<file path="config.mk">
export PLATFORM = sky130hd
export DESIGN_NAME = touch_sample_filter_and_map_top_flat
export DESIGN_NICKNAME = d
export VERILOG_FILES = /design/src/tsfm_pkg.sv /design/src/tsfm_if.sv /design/src/touch_sample_filter_and_map_top.sv /design/src/flat_wrapper.sv
export SDC_FILE = /design/constraint.sdc
export NUM_CORES = 2
export LEC_CHECK = 0
export ABC_CLOCK_PERIOD_IN_PS = 11100
export BUFFER_PORTS_ARGS = -buffer_cell sky130_fd_sc_hd__buf_4
export CAP_MARGIN = 20
export CORE_ASPECT_RATIO = 1.1
export CORE_MARGIN = 5
export CORE_UTILIZATION = 50
export CTS_CLUSTER_SIZE = 12
export DETAILED_ROUTE_END_ITERATION = 12
export PLACE_DENSITY = 0.74
export SLEW_MARGIN = 30
export SYNTH_ARGS = -nofsm -noshare
export SYNTH_HDL_FRONTEND = slang
export SYNTH_SLANG_ARGS = --single-unit
</file>
<file path="constraint.sdc">
create_clock -name clock -period 11.1 [get_ports clock]
set_input_delay 0.555 -clock clock [delete_from_list [all_inputs] [get_ports clock]]
set_output_delay 0.555 -clock clock [all_outputs]
set_load 0.05 [all_outputs]
</file>
<file path="src/tsfm_pkg.sv">
// Shared types and constants of the touch sample filter and coordinate mapper.
// Field widths, configuration register indexes, status codes and reset values.
// No dependencies.
package tsfm_pkg;

   // Widths of the request, response and configuration fields.
   localparam int CONV_WORD_W = 16;
   localparam int SAMPLE_W    = 12;
   localparam int SAMPLE_LSB  = 3;
   localparam int SUM_W       = 16;
   localparam int STATUS_W    = 2;
   localparam int POS_X_W     = 9;
   localparam int POS_Y_W     = 8;
   localparam int RAW_W       = 12;
   localparam int SCALE_W     = 20;
   localparam int SCALE_FRAC  = 16;
   localparam int OFFSET_W    = 8;
   localparam int ORIENT_W    = 3;
   localparam int WINDOW_W    = 24;
   localparam int GROUP_W     = 2;
   localparam int CSR_INDEX_W = 3;
   localparam int CSR_DATA_W  = 24;

   // Scaled products and the pixel values taken from them.
   localparam int PROD_W  = SAMPLE_W + SCALE_W;
   localparam int PIX_W   = PROD_W - SCALE_FRAC;
   localparam int COORD_W = 12;

   // Default conversions per group and the screen size in pixels.
   localparam int SAMPLES_DEFAULT = 5;
   localparam int SCREEN_WIDTH    = 320;
   localparam int SCREEN_HEIGHT   = 240;

   localparam logic [PIX_W-1:0]   X_PIX_MAX = PIX_W'(SCREEN_WIDTH - 1);
   localparam logic [PIX_W-1:0]   Y_PIX_MAX = PIX_W'(SCREEN_HEIGHT - 1);
   localparam logic [COORD_W-1:0] X_SPAN    = COORD_W'(SCREEN_WIDTH);
   localparam logic [COORD_W-1:0] Y_SPAN    = COORD_W'(SCREEN_HEIGHT);

   // A set is four groups: X, Y, X, Y.
   localparam logic [GROUP_W-1:0] LAST_GROUP = 2'd3;

   typedef enum logic [STATUS_W-1:0] {
      STATUS_OK            = 2'd0,
      STATUS_PEN_UP        = 2'd1,
      STATUS_UNSTABLE      = 2'd2,
      STATUS_OUT_OF_WINDOW = 2'd3
   } status_type;

   typedef enum logic [CSR_INDEX_W-1:0] {
      CSR_X_SCALE      = 3'd0,
      CSR_Y_SCALE      = 3'd1,
      CSR_X_OFFSET     = 3'd2,
      CSR_Y_OFFSET     = 3'd3,
      CSR_ORIENTATION  = 3'd4,
      CSR_MAX_SPREAD   = 3'd5,
      CSR_RAW_X_WINDOW = 3'd6,
      CSR_RAW_Y_WINDOW = 3'd7
   } csr_index_type;

   // Screen directions.
   localparam logic [ORIENT_W-1:0] ORIENT_ROT0   = 3'd1;
   localparam logic [ORIENT_W-1:0] ORIENT_ROT90  = 3'd2;
   localparam logic [ORIENT_W-1:0] ORIENT_ROT180 = 3'd3;
   localparam logic [ORIENT_W-1:0] ORIENT_ROT270 = 3'd4;

   // Register values after reset.
   localparam logic [SCALE_W-1:0]  X_SCALE_RESET      = 20'd5243;
   localparam logic [SCALE_W-1:0]  Y_SCALE_RESET      = 20'd4588;
   localparam logic [OFFSET_W-1:0] X_OFFSET_RESET     = 8'd0;
   localparam logic [OFFSET_W-1:0] Y_OFFSET_RESET     = 8'd0;
   localparam logic [ORIENT_W-1:0] ORIENTATION_RESET  = ORIENT_ROT0;
   localparam logic [SAMPLE_W-1:0] MAX_SPREAD_RESET   = 12'd50;
   localparam logic [WINDOW_W-1:0] RAW_X_WINDOW_RESET = 24'hFFF000;
   localparam logic [WINDOW_W-1:0] RAW_Y_WINDOW_RESET = 24'hFFF000;

endpackage

</file>
<file path="src/tsfm_if.sv">
// Request and response channel interfaces of the touch sample filter.
// Each carries valid, ready and the payload; depends on tsfm_pkg.
interface tsfm_req_if;
   logic                             valid;
   logic                             ready;
   logic [tsfm_pkg::CONV_WORD_W-1:0] conv_word;
   logic                             pen_down;

   modport source (output valid, output conv_word, output pen_down, input ready);
   modport sink   (input valid, input conv_word, input pen_down, output ready);
endinterface

interface tsfm_rsp_if;
   logic                          valid;
   logic                          ready;
   logic [tsfm_pkg::STATUS_W-1:0] status;
   logic [tsfm_pkg::POS_X_W-1:0]  pos_x;
   logic [tsfm_pkg::POS_Y_W-1:0]  pos_y;
   logic [tsfm_pkg::RAW_W-1:0]    raw_x;
   logic [tsfm_pkg::RAW_W-1:0]    raw_y;

   modport source (output valid, output status, output pos_x, output pos_y,
                   output raw_x, output raw_y, input ready);
   modport sink   (input valid, input status, input pos_x, input pos_y,
                   input raw_x, input raw_y, output ready);
endinterface

</file>
<file path="src/touch_sample_filter_and_map_top.sv">
// Top level of the touch sample filter and coordinate mapper.
// Filters converter words into trimmed means and maps them to screen pixels.
// Depends on tsfm_pkg and the interfaces in tsfm_if.sv.
//
// Usage:
// Each request on req_chan carries one converter word and the pen state. A set
// is four groups of SAMPLES conversions in the order X, Y, X, Y; a set starts
// only with a request that has the pen down. A request taken while no set is
// running and the pen is up gives one response with status "pen up". The last
// request of a set gives one response with the mapped position, or a status
// that reports unstable readings or a raw value outside its window. All other
// requests give no response.
// The block takes one request per clock cycle while the pipeline can accept it.
// A response appears on rsp_chan once its request has passed through the result
// pipeline (accumulate, trim, divide, spread check, window check, scale multiply,
// offset and clamp, flip). When the receiver stalls, the pipeline holds its
// results and keeps accepting requests until every stage is full; stages that
// hold nothing absorb requests, and the output stage lets go of a finished group.
// The user must write configuration registers on the csr_ port only while no
// request is in flight; the block does not enforce this. Synchronous reset
// clears the set state, empties the pipeline and loads the register defaults.
module touch_sample_filter_and_map_top #(
   parameter int SAMPLES = tsfm_pkg::SAMPLES_DEFAULT
) (
   input  logic                             clock,
   input  logic                             reset,
   tsfm_req_if.sink                         req_chan,
   tsfm_rsp_if.source                       rsp_chan,
   input  logic                             csr_write_en,
   input  logic [tsfm_pkg::CSR_INDEX_W-1:0] csr_index,
   input  logic [tsfm_pkg::CSR_DATA_W-1:0]  csr_wdata
);

   // The trimmed mean divides by SAMPLES-2. A reciprocal multiply with one
   // extra bit per bit of the divisor is exact for any 16-bit dividend.
   localparam int CNT_W      = $clog2(SAMPLES);
   localparam int DIVISOR    = SAMPLES - 2;
   localparam int DIV_SHIFT  = tsfm_pkg::SUM_W + $clog2(DIVISOR);
   localparam int DIV_MULT   = ((1 << DIV_SHIFT) + DIVISOR - 1) / DIVISOR;
   localparam int DIV_MULT_W = tsfm_pkg::SUM_W + 1;
   localparam int DIV_PROD_W = tsfm_pkg::SUM_W + DIV_MULT_W;
   localparam logic [DIV_MULT_W-1:0] DIV_MULT_C = DIV_MULT_W'(DIV_MULT);
   localparam logic [CNT_W-1:0]      LAST_COUNT = CNT_W'(SAMPLES - 1);

   localparam int NUM_STAGES = 8;
   localparam int OUT_STAGE  = NUM_STAGES - 1;

   // What an entry in the result pipeline stands for. A finished group that is
   // not the last of its set only writes its mean and is dropped at the end.
   typedef enum logic [1:0] {
      KIND_PEN_UP,
      KIND_GROUP,
      KIND_SET
   } kind_type;

   // Offset removal with saturation at zero, then clamping to the screen.
   function automatic logic [tsfm_pkg::COORD_W-1:0] scale_to_pixel(
      input logic [tsfm_pkg::PROD_W-1:0]   prod,
      input logic [tsfm_pkg::OFFSET_W-1:0] off,
      input logic [tsfm_pkg::PIX_W-1:0]    max_pix
   );
      logic [tsfm_pkg::PIX_W-1:0] whole;
      logic [tsfm_pkg::PIX_W-1:0] lifted;
      whole  = prod[tsfm_pkg::PROD_W-1:tsfm_pkg::SCALE_FRAC];
      lifted = (whole > tsfm_pkg::PIX_W'(off)) ? whole - tsfm_pkg::PIX_W'(off) : '0;
      if (lifted > max_pix) begin
         lifted = max_pix;
      end
      return lifted[tsfm_pkg::COORD_W-1:0];
   endfunction

   // ---------------------------------------------------------------------
   // Configuration registers.
   // ---------------------------------------------------------------------
   logic [tsfm_pkg::SCALE_W-1:0]  x_scale_ff, y_scale_ff;
   logic [tsfm_pkg::OFFSET_W-1:0] x_offset_ff, y_offset_ff;
   logic [tsfm_pkg::ORIENT_W-1:0] orientation_ff;
   logic [tsfm_pkg::SAMPLE_W-1:0] max_spread_ff;
   logic [tsfm_pkg::WINDOW_W-1:0] raw_x_window_ff, raw_y_window_ff;

   always_ff @(posedge clock) begin
      if (reset) begin
         x_scale_ff      <= tsfm_pkg::X_SCALE_RESET;
         y_scale_ff      <= tsfm_pkg::Y_SCALE_RESET;
         x_offset_ff     <= tsfm_pkg::X_OFFSET_RESET;
         y_offset_ff     <= tsfm_pkg::Y_OFFSET_RESET;
         orientation_ff  <= tsfm_pkg::ORIENTATION_RESET;
         max_spread_ff   <= tsfm_pkg::MAX_SPREAD_RESET;
         raw_x_window_ff <= tsfm_pkg::RAW_X_WINDOW_RESET;
         raw_y_window_ff <= tsfm_pkg::RAW_Y_WINDOW_RESET;
      end else if (csr_write_en) begin
         case (tsfm_pkg::csr_index_type'(csr_index))
            tsfm_pkg::CSR_X_SCALE: begin
               x_scale_ff <= csr_wdata[tsfm_pkg::SCALE_W-1:0];
            end
            tsfm_pkg::CSR_Y_SCALE: begin
               y_scale_ff <= csr_wdata[tsfm_pkg::SCALE_W-1:0];
            end
            tsfm_pkg::CSR_X_OFFSET: begin
               x_offset_ff <= csr_wdata[tsfm_pkg::OFFSET_W-1:0];
            end
            tsfm_pkg::CSR_Y_OFFSET: begin
               y_offset_ff <= csr_wdata[tsfm_pkg::OFFSET_W-1:0];
            end
            tsfm_pkg::CSR_ORIENTATION: begin
               orientation_ff <= csr_wdata[tsfm_pkg::ORIENT_W-1:0];
            end
            tsfm_pkg::CSR_MAX_SPREAD: begin
               max_spread_ff <= csr_wdata[tsfm_pkg::SAMPLE_W-1:0];
            end
            tsfm_pkg::CSR_RAW_X_WINDOW: begin
               raw_x_window_ff <= csr_wdata[tsfm_pkg::WINDOW_W-1:0];
            end
            tsfm_pkg::CSR_RAW_Y_WINDOW: begin
               raw_y_window_ff <= csr_wdata[tsfm_pkg::WINDOW_W-1:0];
            end
            default: begin
            end
         endcase
      end
   end

   // ---------------------------------------------------------------------
   // Pipeline occupancy. A stage can take a new entry when it is empty or
   // when its entry moves on. The output stage also lets go of group entries,
   // which never reach the response channel.
   // ---------------------------------------------------------------------
   logic [NUM_STAGES-1:0] valid_ff;
   logic [NUM_STAGES-1:0] take;
   kind_type              kind_ff [NUM_STAGES];
   logic                  push_in;
   kind_type              push_kind_in;

   always_comb begin
      take[OUT_STAGE] = !valid_ff[OUT_STAGE] || rsp_chan.ready ||
                        (kind_ff[OUT_STAGE] == KIND_GROUP);
      for (int k = OUT_STAGE - 1; k >= 0; k--) begin
         take[k] = !valid_ff[k] || take[k+1];
      end
   end

   always_ff @(posedge clock) begin
      if (reset) begin
         valid_ff <= '0;
      end else begin
         if (take[0]) begin
            valid_ff[0] <= push_in;
         end
         for (int k = 1; k < NUM_STAGES; k++) begin
            if (take[k]) begin
               valid_ff[k] <= valid_ff[k-1];
            end
         end
      end
   end

   always_ff @(posedge clock) begin
      if (take[0]) begin
         kind_ff[0] <= push_kind_in;
      end
      for (int k = 1; k < NUM_STAGES; k++) begin
         if (take[k]) begin
            kind_ff[k] <= kind_ff[k-1];
         end
      end
   end

   // ---------------------------------------------------------------------
   // Stage 0: running sum, maximum and minimum of the current group.
   // ---------------------------------------------------------------------
   logic                          accept;
   logic [tsfm_pkg::SAMPLE_W-1:0] sample;
   logic                          set_active_ff, set_active_in;
   logic [tsfm_pkg::GROUP_W-1:0]  group_index_ff, group_index_in;
   logic [CNT_W-1:0]              sample_count_ff, sample_count_in;
   logic [tsfm_pkg::SUM_W-1:0]    group_sum_ff, group_sum_in, sum_add;
   logic [tsfm_pkg::SAMPLE_W-1:0] group_max_ff, group_max_in, max_new;
   logic [tsfm_pkg::SAMPLE_W-1:0] group_min_ff, group_min_in, min_new;

   // Bit 15 of the converter word is dropped and the rest shifted right by 3.
   assign sample         = req_chan.conv_word[tsfm_pkg::SAMPLE_LSB +: tsfm_pkg::SAMPLE_W];
   assign accept         = req_chan.valid && take[0];
   assign req_chan.ready = take[0];

   assign sum_add = group_sum_ff + tsfm_pkg::SUM_W'(sample);
   assign max_new = (sample > group_max_ff) ? sample : group_max_ff;
   assign min_new = (sample < group_min_ff) ? sample : group_min_ff;

   always_comb begin
      set_active_in   = set_active_ff;
      group_index_in  = group_index_ff;
      sample_count_in = sample_count_ff;
      group_sum_in    = group_sum_ff;
      group_max_in    = group_max_ff;
      group_min_in    = group_min_ff;
      push_in         = 1'b0;
      push_kind_in    = KIND_PEN_UP;
      if (accept) begin
         if (!set_active_ff && !req_chan.pen_down) begin
            // Pen up between sets: report it and drop the word.
            push_in = 1'b1;
         end else if (sample_count_ff == LAST_COUNT) begin
            // Group complete: hand its sum, maximum and minimum downstream.
            push_in         = 1'b1;
            push_kind_in    = (group_index_ff == tsfm_pkg::LAST_GROUP) ? KIND_SET
                                                                       : KIND_GROUP;
            set_active_in   = (group_index_ff != tsfm_pkg::LAST_GROUP);
            group_index_in  = group_index_ff + 1'b1;
            sample_count_in = '0;
            group_sum_in    = '0;
            group_max_in    = '0;
            group_min_in    = '1;
         end else begin
            set_active_in   = 1'b1;
            sample_count_in = sample_count_ff + 1'b1;
            group_sum_in    = sum_add;
            group_max_in    = max_new;
            group_min_in    = min_new;
         end
      end
   end

   always_ff @(posedge clock) begin
      if (reset) begin
         set_active_ff   <= 1'b0;
         group_index_ff  <= '0;
         sample_count_ff <= '0;
         group_sum_ff    <= '0;
         group_max_ff    <= '0;
         group_min_ff    <= '1;
      end else begin
         set_active_ff   <= set_active_in;
         group_index_ff  <= group_index_in;
         sample_count_ff <= sample_count_in;
         group_sum_ff    <= group_sum_in;
         group_max_ff    <= group_max_in;
         group_min_ff    <= group_min_in;
      end
   end

   logic [tsfm_pkg::GROUP_W-1:0]  gidx0_ff, gidx1_ff, gidx2_ff;
   logic [tsfm_pkg::SUM_W-1:0]    sum0_ff;
   logic [tsfm_pkg::SAMPLE_W-1:0] max0_ff, min0_ff;

   always_ff @(posedge clock) begin
      if (take[0]) begin
         gidx0_ff <= group_index_ff;
         sum0_ff  <= sum_add;
         max0_ff  <= max_new;
         min0_ff  <= min_new;
      end
   end

   // ---------------------------------------------------------------------
   // Stage 1: drop the largest and smallest sample of the group.
   // Stage 2: divide by SAMPLES-2 through the reciprocal multiply.
   // ---------------------------------------------------------------------
   logic [tsfm_pkg::SUM_W-1:0]    trim1_ff;
   logic [DIV_PROD_W-1:0]         div_prod;
   logic [tsfm_pkg::SAMPLE_W-1:0] mean2_ff;

   always_ff @(posedge clock) begin
      if (take[1]) begin
         gidx1_ff <= gidx0_ff;
         trim1_ff <= sum0_ff - tsfm_pkg::SUM_W'(max0_ff) - tsfm_pkg::SUM_W'(min0_ff);
      end
   end

   assign div_prod = DIV_PROD_W'(trim1_ff) * DIV_PROD_W'(DIV_MULT_C);

   always_ff @(posedge clock) begin
      if (take[2]) begin
         gidx2_ff <= gidx1_ff;
         mean2_ff <= div_prod[DIV_SHIFT +: tsfm_pkg::SAMPLE_W];
      end
   end

   // ---------------------------------------------------------------------
   // Stage 3: store the first three means; on the last group compare the
   // two means of each axis and average them.
   // ---------------------------------------------------------------------
   logic [tsfm_pkg::SAMPLE_W-1:0] group_means_ff [3];
   logic [tsfm_pkg::SAMPLE_W-1:0] diff_x, diff_y;
   logic [tsfm_pkg::SAMPLE_W:0]   pair_x, pair_y;
   logic                          unstable3_ff;
   logic [tsfm_pkg::SAMPLE_W-1:0] avg_x3_ff, avg_y3_ff;

   always_ff @(posedge clock) begin
      if (valid_ff[2] && take[3] && (kind_ff[2] == KIND_GROUP)) begin
         group_means_ff[gidx2_ff] <= mean2_ff;
      end
   end

   assign diff_x = (group_means_ff[0] >= group_means_ff[2])
                   ? group_means_ff[0] - group_means_ff[2]
                   : group_means_ff[2] - group_means_ff[0];
   assign diff_y = (group_means_ff[1] >= mean2_ff) ? group_means_ff[1] - mean2_ff
                                                   : mean2_ff - group_means_ff[1];
   assign pair_x = {1'b0, group_means_ff[0]} + {1'b0, group_means_ff[2]};
   assign pair_y = {1'b0, group_means_ff[1]} + {1'b0, mean2_ff};

   always_ff @(posedge clock) begin
      if (take[3]) begin
         unstable3_ff <= (diff_x > max_spread_ff) || (diff_y > max_spread_ff);
         avg_x3_ff    <= pair_x[tsfm_pkg::SAMPLE_W:1];
         avg_y3_ff    <= pair_y[tsfm_pkg::SAMPLE_W:1];
      end
   end

   // ---------------------------------------------------------------------
   // Stage 4: swap the axes for the screen direction and check the windows.
   // Any direction code other than 1 and 3 swaps the axes.
   // ---------------------------------------------------------------------
   logic                          keep_axes;
   logic [tsfm_pkg::RAW_W-1:0]    swap_x, swap_y;
   logic                          out_of_window;
   tsfm_pkg::status_type          status_in;
   tsfm_pkg::status_type          status4_ff, status5_ff, status6_ff, status7_ff;
   logic [tsfm_pkg::RAW_W-1:0]    raw_x4_ff, raw_y4_ff, raw_x5_ff, raw_y5_ff;
   logic [tsfm_pkg::RAW_W-1:0]    raw_x6_ff, raw_y6_ff, raw_x7_ff, raw_y7_ff;

   assign keep_axes = (orientation_ff == tsfm_pkg::ORIENT_ROT0) ||
                      (orientation_ff == tsfm_pkg::ORIENT_ROT180);
   assign swap_x    = keep_axes ? avg_x3_ff : avg_y3_ff;
   assign swap_y    = keep_axes ? avg_y3_ff : avg_x3_ff;

   assign out_of_window =
      (swap_x > raw_x_window_ff[tsfm_pkg::WINDOW_W-1:tsfm_pkg::RAW_W]) ||
      (swap_x < raw_x_window_ff[tsfm_pkg::RAW_W-1:0]) ||
      (swap_y > raw_y_window_ff[tsfm_pkg::WINDOW_W-1:tsfm_pkg::RAW_W]) ||
      (swap_y < raw_y_window_ff[tsfm_pkg::RAW_W-1:0]);

   always_comb begin
      if (kind_ff[3] == KIND_PEN_UP) begin
         status_in = tsfm_pkg::STATUS_PEN_UP;
      end else if (unstable3_ff) begin
         status_in = tsfm_pkg::STATUS_UNSTABLE;
      end else if (out_of_window) begin
         status_in = tsfm_pkg::STATUS_OUT_OF_WINDOW;
      end else begin
         status_in = tsfm_pkg::STATUS_OK;
      end
   end

   always_ff @(posedge clock) begin
      if (take[4]) begin
         status4_ff <= status_in;
         raw_x4_ff  <= swap_x;
         raw_y4_ff  <= swap_y;
      end
   end

   // ---------------------------------------------------------------------
   // Stage 5: multiply by the Q4.16 scale factors.
   // Stage 6: drop the fraction, remove the offsets and clamp.
   // ---------------------------------------------------------------------
   logic [tsfm_pkg::PROD_W-1:0]  prod_x5_ff, prod_y5_ff;
   logic [tsfm_pkg::COORD_W-1:0] pix_x6_ff, pix_y6_ff;

   always_ff @(posedge clock) begin
      if (take[5]) begin
         status5_ff <= status4_ff;
         raw_x5_ff  <= raw_x4_ff;
         raw_y5_ff  <= raw_y4_ff;
         prod_x5_ff <= tsfm_pkg::PROD_W'(raw_x4_ff) * tsfm_pkg::PROD_W'(x_scale_ff);
         prod_y5_ff <= tsfm_pkg::PROD_W'(raw_y4_ff) * tsfm_pkg::PROD_W'(y_scale_ff);
      end
   end

   always_ff @(posedge clock) begin
      if (take[6]) begin
         status6_ff <= status5_ff;
         raw_x6_ff  <= raw_x5_ff;
         raw_y6_ff  <= raw_y5_ff;
         pix_x6_ff  <= scale_to_pixel(prod_x5_ff, x_offset_ff, tsfm_pkg::X_PIX_MAX);
         pix_y6_ff  <= scale_to_pixel(prod_y5_ff, y_offset_ff, tsfm_pkg::Y_PIX_MAX);
      end
   end

   // ---------------------------------------------------------------------
   // Stage 7: flip per screen direction and form the response. Only a good
   // set reports a position; pen up and unstable sets report no raw values.
   // ---------------------------------------------------------------------
   logic                         flip_x, flip_y, show_pos, show_raw;
   logic [tsfm_pkg::COORD_W-1:0] flip_x_val, flip_y_val;
   logic [tsfm_pkg::POS_X_W-1:0] pos_x7_ff;
   logic [tsfm_pkg::POS_Y_W-1:0] pos_y7_ff;

   assign flip_x   = (orientation_ff == tsfm_pkg::ORIENT_ROT180) ||
                     (orientation_ff == tsfm_pkg::ORIENT_ROT270);
   assign flip_y   = (orientation_ff == tsfm_pkg::ORIENT_ROT0) ||
                     (orientation_ff == tsfm_pkg::ORIENT_ROT270);
   assign show_pos = (status6_ff == tsfm_pkg::STATUS_OK);
   assign show_raw = (status6_ff == tsfm_pkg::STATUS_OK) ||
                     (status6_ff == tsfm_pkg::STATUS_OUT_OF_WINDOW);

   assign flip_x_val = flip_x ? tsfm_pkg::X_SPAN - pix_x6_ff : pix_x6_ff;
   assign flip_y_val = flip_y ? tsfm_pkg::Y_SPAN - pix_y6_ff : pix_y6_ff;

   always_ff @(posedge clock) begin
      if (take[OUT_STAGE]) begin
         status7_ff <= status6_ff;
         pos_x7_ff  <= show_pos ? flip_x_val[tsfm_pkg::POS_X_W-1:0] : '0;
         pos_y7_ff  <= show_pos ? flip_y_val[tsfm_pkg::POS_Y_W-1:0] : '0;
         raw_x7_ff  <= show_raw ? raw_x6_ff : '0;
         raw_y7_ff  <= show_raw ? raw_y6_ff : '0;
      end
   end

   assign rsp_chan.valid  = valid_ff[OUT_STAGE] && (kind_ff[OUT_STAGE] != KIND_GROUP);
   assign rsp_chan.status = status7_ff;
   assign rsp_chan.pos_x  = pos_x7_ff;
   assign rsp_chan.pos_y  = pos_y7_ff;
   assign rsp_chan.raw_x  = raw_x7_ff;
   assign rsp_chan.raw_y  = raw_y7_ff;

   // ---------------------------------------------------------------------
   // Assertions.
   // ---------------------------------------------------------------------

   // Between sets the group accumulators are always back at their clear values.
   a_idle_accum_clear : assert property (@(posedge clock) disable iff (reset)
      !set_active_ff |-> (sample_count_ff == '0) && (group_sum_ff == '0) &&
                         (group_max_ff == '0) && (group_min_ff == '1))
      else $error("accumulators not cleared outside a set");

   // A pen-up request between sets is queued as a pen-up entry and starts no set.
   a_pen_up_queued : assert property (@(posedge clock) disable iff (reset)
      accept && !set_active_ff && !req_chan.pen_down |=>
         valid_ff[0] && (kind_ff[0] == KIND_PEN_UP) && !set_active_ff)
      else $error("pen-up request not handled as a pen-up entry");

   // Only a good set carries a screen position.
   a_no_pos_on_error : assert property (@(posedge clock) disable iff (reset)
      rsp_chan.valid && (rsp_chan.status != tsfm_pkg::STATUS_OK) |->
         (rsp_chan.pos_x == '0) && (rsp_chan.pos_y == '0))
      else $error("position reported with a failing status");

endmodule

</file>
<file path="src/flat_wrapper.sv">
// flat-port wrapper written by rule: the top's interface ports become plain ports
module touch_sample_filter_and_map_top_flat 
#(
   parameter int SAMPLES = tsfm_pkg::SAMPLES_DEFAULT
)
  (clock, reset, csr_write_en, csr_index, csr_wdata, req_chan_valid, req_chan_conv_word, req_chan_pen_down, req_chan_ready, rsp_chan_valid, rsp_chan_status, rsp_chan_pos_x, rsp_chan_pos_y, rsp_chan_raw_x, rsp_chan_raw_y, rsp_chan_ready);
  tsfm_req_if req_chan_i ();
  tsfm_rsp_if rsp_chan_i ();
  input  logic clock;
  input  logic reset;
  input  logic csr_write_en;
  input  logic [tsfm_pkg::CSR_INDEX_W-1:0] csr_index;
  input  logic [tsfm_pkg::CSR_DATA_W-1:0] csr_wdata;
  input wire logic [$bits(req_chan_i.valid)-1:0] req_chan_valid;
  input wire logic [$bits(req_chan_i.conv_word)-1:0] req_chan_conv_word;
  input wire logic [$bits(req_chan_i.pen_down)-1:0] req_chan_pen_down;
  output wire logic [$bits(req_chan_i.ready)-1:0] req_chan_ready;
  output wire logic [$bits(rsp_chan_i.valid)-1:0] rsp_chan_valid;
  output wire logic [$bits(rsp_chan_i.status)-1:0] rsp_chan_status;
  output wire logic [$bits(rsp_chan_i.pos_x)-1:0] rsp_chan_pos_x;
  output wire logic [$bits(rsp_chan_i.pos_y)-1:0] rsp_chan_pos_y;
  output wire logic [$bits(rsp_chan_i.raw_x)-1:0] rsp_chan_raw_x;
  output wire logic [$bits(rsp_chan_i.raw_y)-1:0] rsp_chan_raw_y;
  input wire logic [$bits(rsp_chan_i.ready)-1:0] rsp_chan_ready;
  assign req_chan_i.valid = req_chan_valid;
  assign req_chan_i.conv_word = req_chan_conv_word;
  assign req_chan_i.pen_down = req_chan_pen_down;
  assign req_chan_ready = req_chan_i.ready;
  assign rsp_chan_valid = rsp_chan_i.valid;
  assign rsp_chan_status = rsp_chan_i.status;
  assign rsp_chan_pos_x = rsp_chan_i.pos_x;
  assign rsp_chan_pos_y = rsp_chan_i.pos_y;
  assign rsp_chan_raw_x = rsp_chan_i.raw_x;
  assign rsp_chan_raw_y = rsp_chan_i.raw_y;
  assign rsp_chan_i.ready = rsp_chan_ready;
  touch_sample_filter_and_map_top #(.SAMPLES(SAMPLES)) u_core (.clock(clock), .reset(reset), .req_chan(req_chan_i), .rsp_chan(rsp_chan_i), .csr_write_en(csr_write_en), .csr_index(csr_index), .csr_wdata(csr_wdata));
endmodule
</file>
==> results.yml <==
synth:
  synth.distinct_cells: 94
  synth_most_common_cell: "inv_1"
  synthesis.nets: 5441
  synthCells: 4475
  yosysWarnings: 0
  synth.cell_area_um2: 43050
  synth-seq-area-share: 0.3044
  ys.flop_type: "edfxtp_1"
  yosysTopAreaCellShare: 0.2239
  avgSynthCellArea_um2: 9.620
  async_flop_share: 0
  synth_edf_count: 321
  ys_ff_latch: 494
  synthTopCellsByArea: "edfxtp_1 (22%), fa_1 (21%), ha_1 (13%)"
  synth_top_cells_by_count: "inv_1 (836), nand2_1 (747), fa_1 (460)"
  yosys.area.top_type: "edfxtp_1"
drt:
  drt_iter0_drc: 2004
  vias: 30420
  avgRoutedWirePerCell_um: 16.96
  via_per_inst: 5.370
  drtPass1Iterations: 8
  drc_errors: 0
  ant_nets: 0
  finalWirelength_mm: 96.07
cells_and_area:
  n_fill_cell: 7380
  drive_gt1_frac: 0.05527
  finalNetCount: 5442
  syn_to_final_growth_pct: 8.153
  register_area_um2: 13100
  multi_input_area_um2: 26160
setup_path:
  cpMostUsedCell: "fa_1"
  slowest_delay_ns: 0.93
  reg2reg_from: "u_core.raw_x4_ff[6]"
  required_ns: 11.48
  cp_max_fo: 21
  path_cells: "nand2_1 -> fa_1 -> inv_1 -> fa_1 -> fa_1 -> fa_1 -> inv_1 -> fa_1 -> inv_1 -> ha_1 -> and4_1 -> nand3_1 -> o211ai_1 -> a21oi_1 -> o31ai_2 -> a31oi_1 -> o21ai_1 -> a21oi_1 -> xnor2_1"
  crit_arrival_ns: 6.72
  end_kind: "flip-flop"
  cp-start-kind: "flip-flop"
  critPathSlowestCell: "edfxtp_1"
  path_class: "flip-flop to flip-flop"
  r2r-end: "u_core.prod_x5_ff[31]"
  reg2reg_slack_ns: 4.76
  r2r_cells: 19
sta:
  finClkSkew_ns: 0.08451
  tns_ns: 0
  drv_slew: 0
  fmax_mhz: 157.8
  rsz0062_at_grt: "no"
  worstMarginPinSlew_ns: 1.009
  finalHoldViolCount: 0
  finalSetupViolCount: 0
  period_minus_slack_ns: 6.337
  maxSlewHeadroom: 0.3274
  fin_crit_sh: 0.5709
clocking:
  cts_resized: 0
  cts_num_sinks: 494
  cts_setup_buffers: 0
  htree_levels: 2
  clock_path_buffers: 3
  cts-root-buf: "clkbuf_16"
  tritoncts: "done"
  cts_inserted_buffers: 55
  clk_pin_slew_ns: 0.06
  cts_hold_buf: 0
  clk_latency_ns: 0.67
hold_path:
  holdPathEnd: "u_core.raw_y_window_ff[13]"
  min_from: "csr_wdata[13]"
  hold_path.class: "input port to flip-flop"
  hold_depth: 3
outcome:
  status: "completed"
placement:
  place.gp.congestion: 0.9028
  portBuffers: 89
  dp_hpwl_mm: 72.77
global_routing:
  grt_pass1_vias: 31000
  antenna_found_initial: 5
  groute.usage.overall: 0.2102
  grt_max_degree: 89
  grt_first_pass_wirelength_mm: 157.6
  gr-total-overflow: 0
die:
  io_pins: 94
  fp.dieH_um: 317.7
  die_area_um2: 92070
  num_rows: 112
  core_um2: 85200
  start_util: 0.5053
  die_w_um: 289.8
flow_run:
  max_cap_viol_count: 0
cells in the final DEF (no fill, tap or decap), types with 47 or more instances in the layout:
| cell | Yosys | final |
|---|---|---|
| a21o_1 | 67 | 67 |
| inv_1 | 836 | 832 |
| dfxtp_1 | 173 | 173 |
| xnor2_1 | 76 | 76 |
| fa_1 | 460 | 460 |
| clkbuf_16 | 0 | 57 |
| nor2b_1 | 50 | 50 |
| nor2_1 | 134 | 131 |
| buf_4 | 6 | 108 |
| o21ai_0 | 91 | 91 |
| ha_1 | 457 | 457 |
| and2_1 | 142 | 142 |
| a21oi_1 | 221 | 220 |
| nand2_1 | 747 | 746 |
| edfxtp_1 | 321 | 321 |
| nand3_1 | 52 | 52 |
| o211ai_1 | 47 | 47 |
| xor2_1 | 48 | 48 |
cell families (layout without fill, tap and decap cells):
| family | Yosys count | after routing | synth area share |
|---|---|---|---|
| buffers and inverters | 1007 | 1055 | 0.08885 |
| other | 0 | 2 | 0 |
| AND/OR/NAND/NOR | 1295 | 1295 | 0.1367 |
| multiplexers | 21 | 21 | 0.004999 |
| AO/OA/AOI/OAI | 617 | 617 | 0.09309 |
| adder cells (fa/ha/maj) | 917 | 917 | 0.3467 |
| flip-flops | 494 | 494 | 0.3044 |
| XOR/XNOR | 124 | 124 | 0.02523 |
how the worst max path moves through the flow:
stage	from	to	slack, ns
after floorplan	u_core.raw_x4_ff[6]	u_core.prod_x5_ff[31]	5.70
after global placement	u_core.raw_x4_ff[3]	u_core.prod_x5_ff[31]	4.90
after detailed placement	u_core.raw_x4_ff[6]	u_core.prod_x5_ff[31]	4.83
after CTS	u_core.raw_x4_ff[6]	u_core.prod_x5_ff[31]	4.80
after global routing	u_core.raw_x4_ff[4]	u_core.prod_x5_ff[31]	4.35
final	u_core.raw_x4_ff[6]	u_core.prod_x5_ff[31]	4.76
final cells by class:
type | instances | area share
diodes | 2 | 0.0001075
clock buffers | 79 | 0.03308
clock inverters | 25 | 0.006692
inverters | 839 | 0.06767
multi-input cells | 2974 | 0.5619
flip-flops and latches | 494 | 0.2814
well taps | 1140 | 0.03064
repair buffers | 112 | 0.01846
registers in the layout (all words and copies together) (netlist names), 16 cells and up:
| name | cells |
|---|---|
| u_core.group_means_ff | 36 |
| u_core.raw_x_window_ff | 24 |
| u_core.raw_y_window_ff | 24 |
| u_core.x_scale_ff | 20 |
| u_core.y_scale_ff | 20 |
| u_core.group_sum_ff | 16 |
| u_core.kind_ff | 16 |
| u_core.prod_x5_ff | 16 |
| u_core.prod_y5_ff | 16 |
| u_core.sum0_ff | 16 |
| u_core.trim1_ff | 16 |
stage by stage:
stage	util	cell area (um2)	cells	setup WS [ns]	hold WS, ns
after global placement	0.5238	44630	5556	4.902	0.4002
after CTS	0.5460	46520	5661	4.795	0.1314
after global routing	0.5464	46560	5664	4.353	0.1450
after floorplan	-	43050	4475	5.695	0.4003
final	0.5464	46560	5665	4.763	0.1693
after detailed placement	0.5243	44670	5557	4.835	0.4045
critical path, delay by kind of cell (launching register included):
family / cells / cell delay, ns
fa+ha+maj: 6 / 2.86
buf+inv: 3 / 0.15
flops: 1 / 0.93
simple gates: 3 / 0.52
compound gates: 6 / 1.50
xor+xnor: 1 / 0.13
layer usage:
layer	wire [um]	part of all wire	track usage
met1	39220	0.41	0.2732
met4	3485	0.036	0.07179
met5	33	0.00034	0
met3	6220	0.065	0.02921
met2	47100	0.49	0.3617
Power is left out: the tool's default activity adds up to more than one toggle a clock period on the data nets, which glitch-free logic cannot reach.
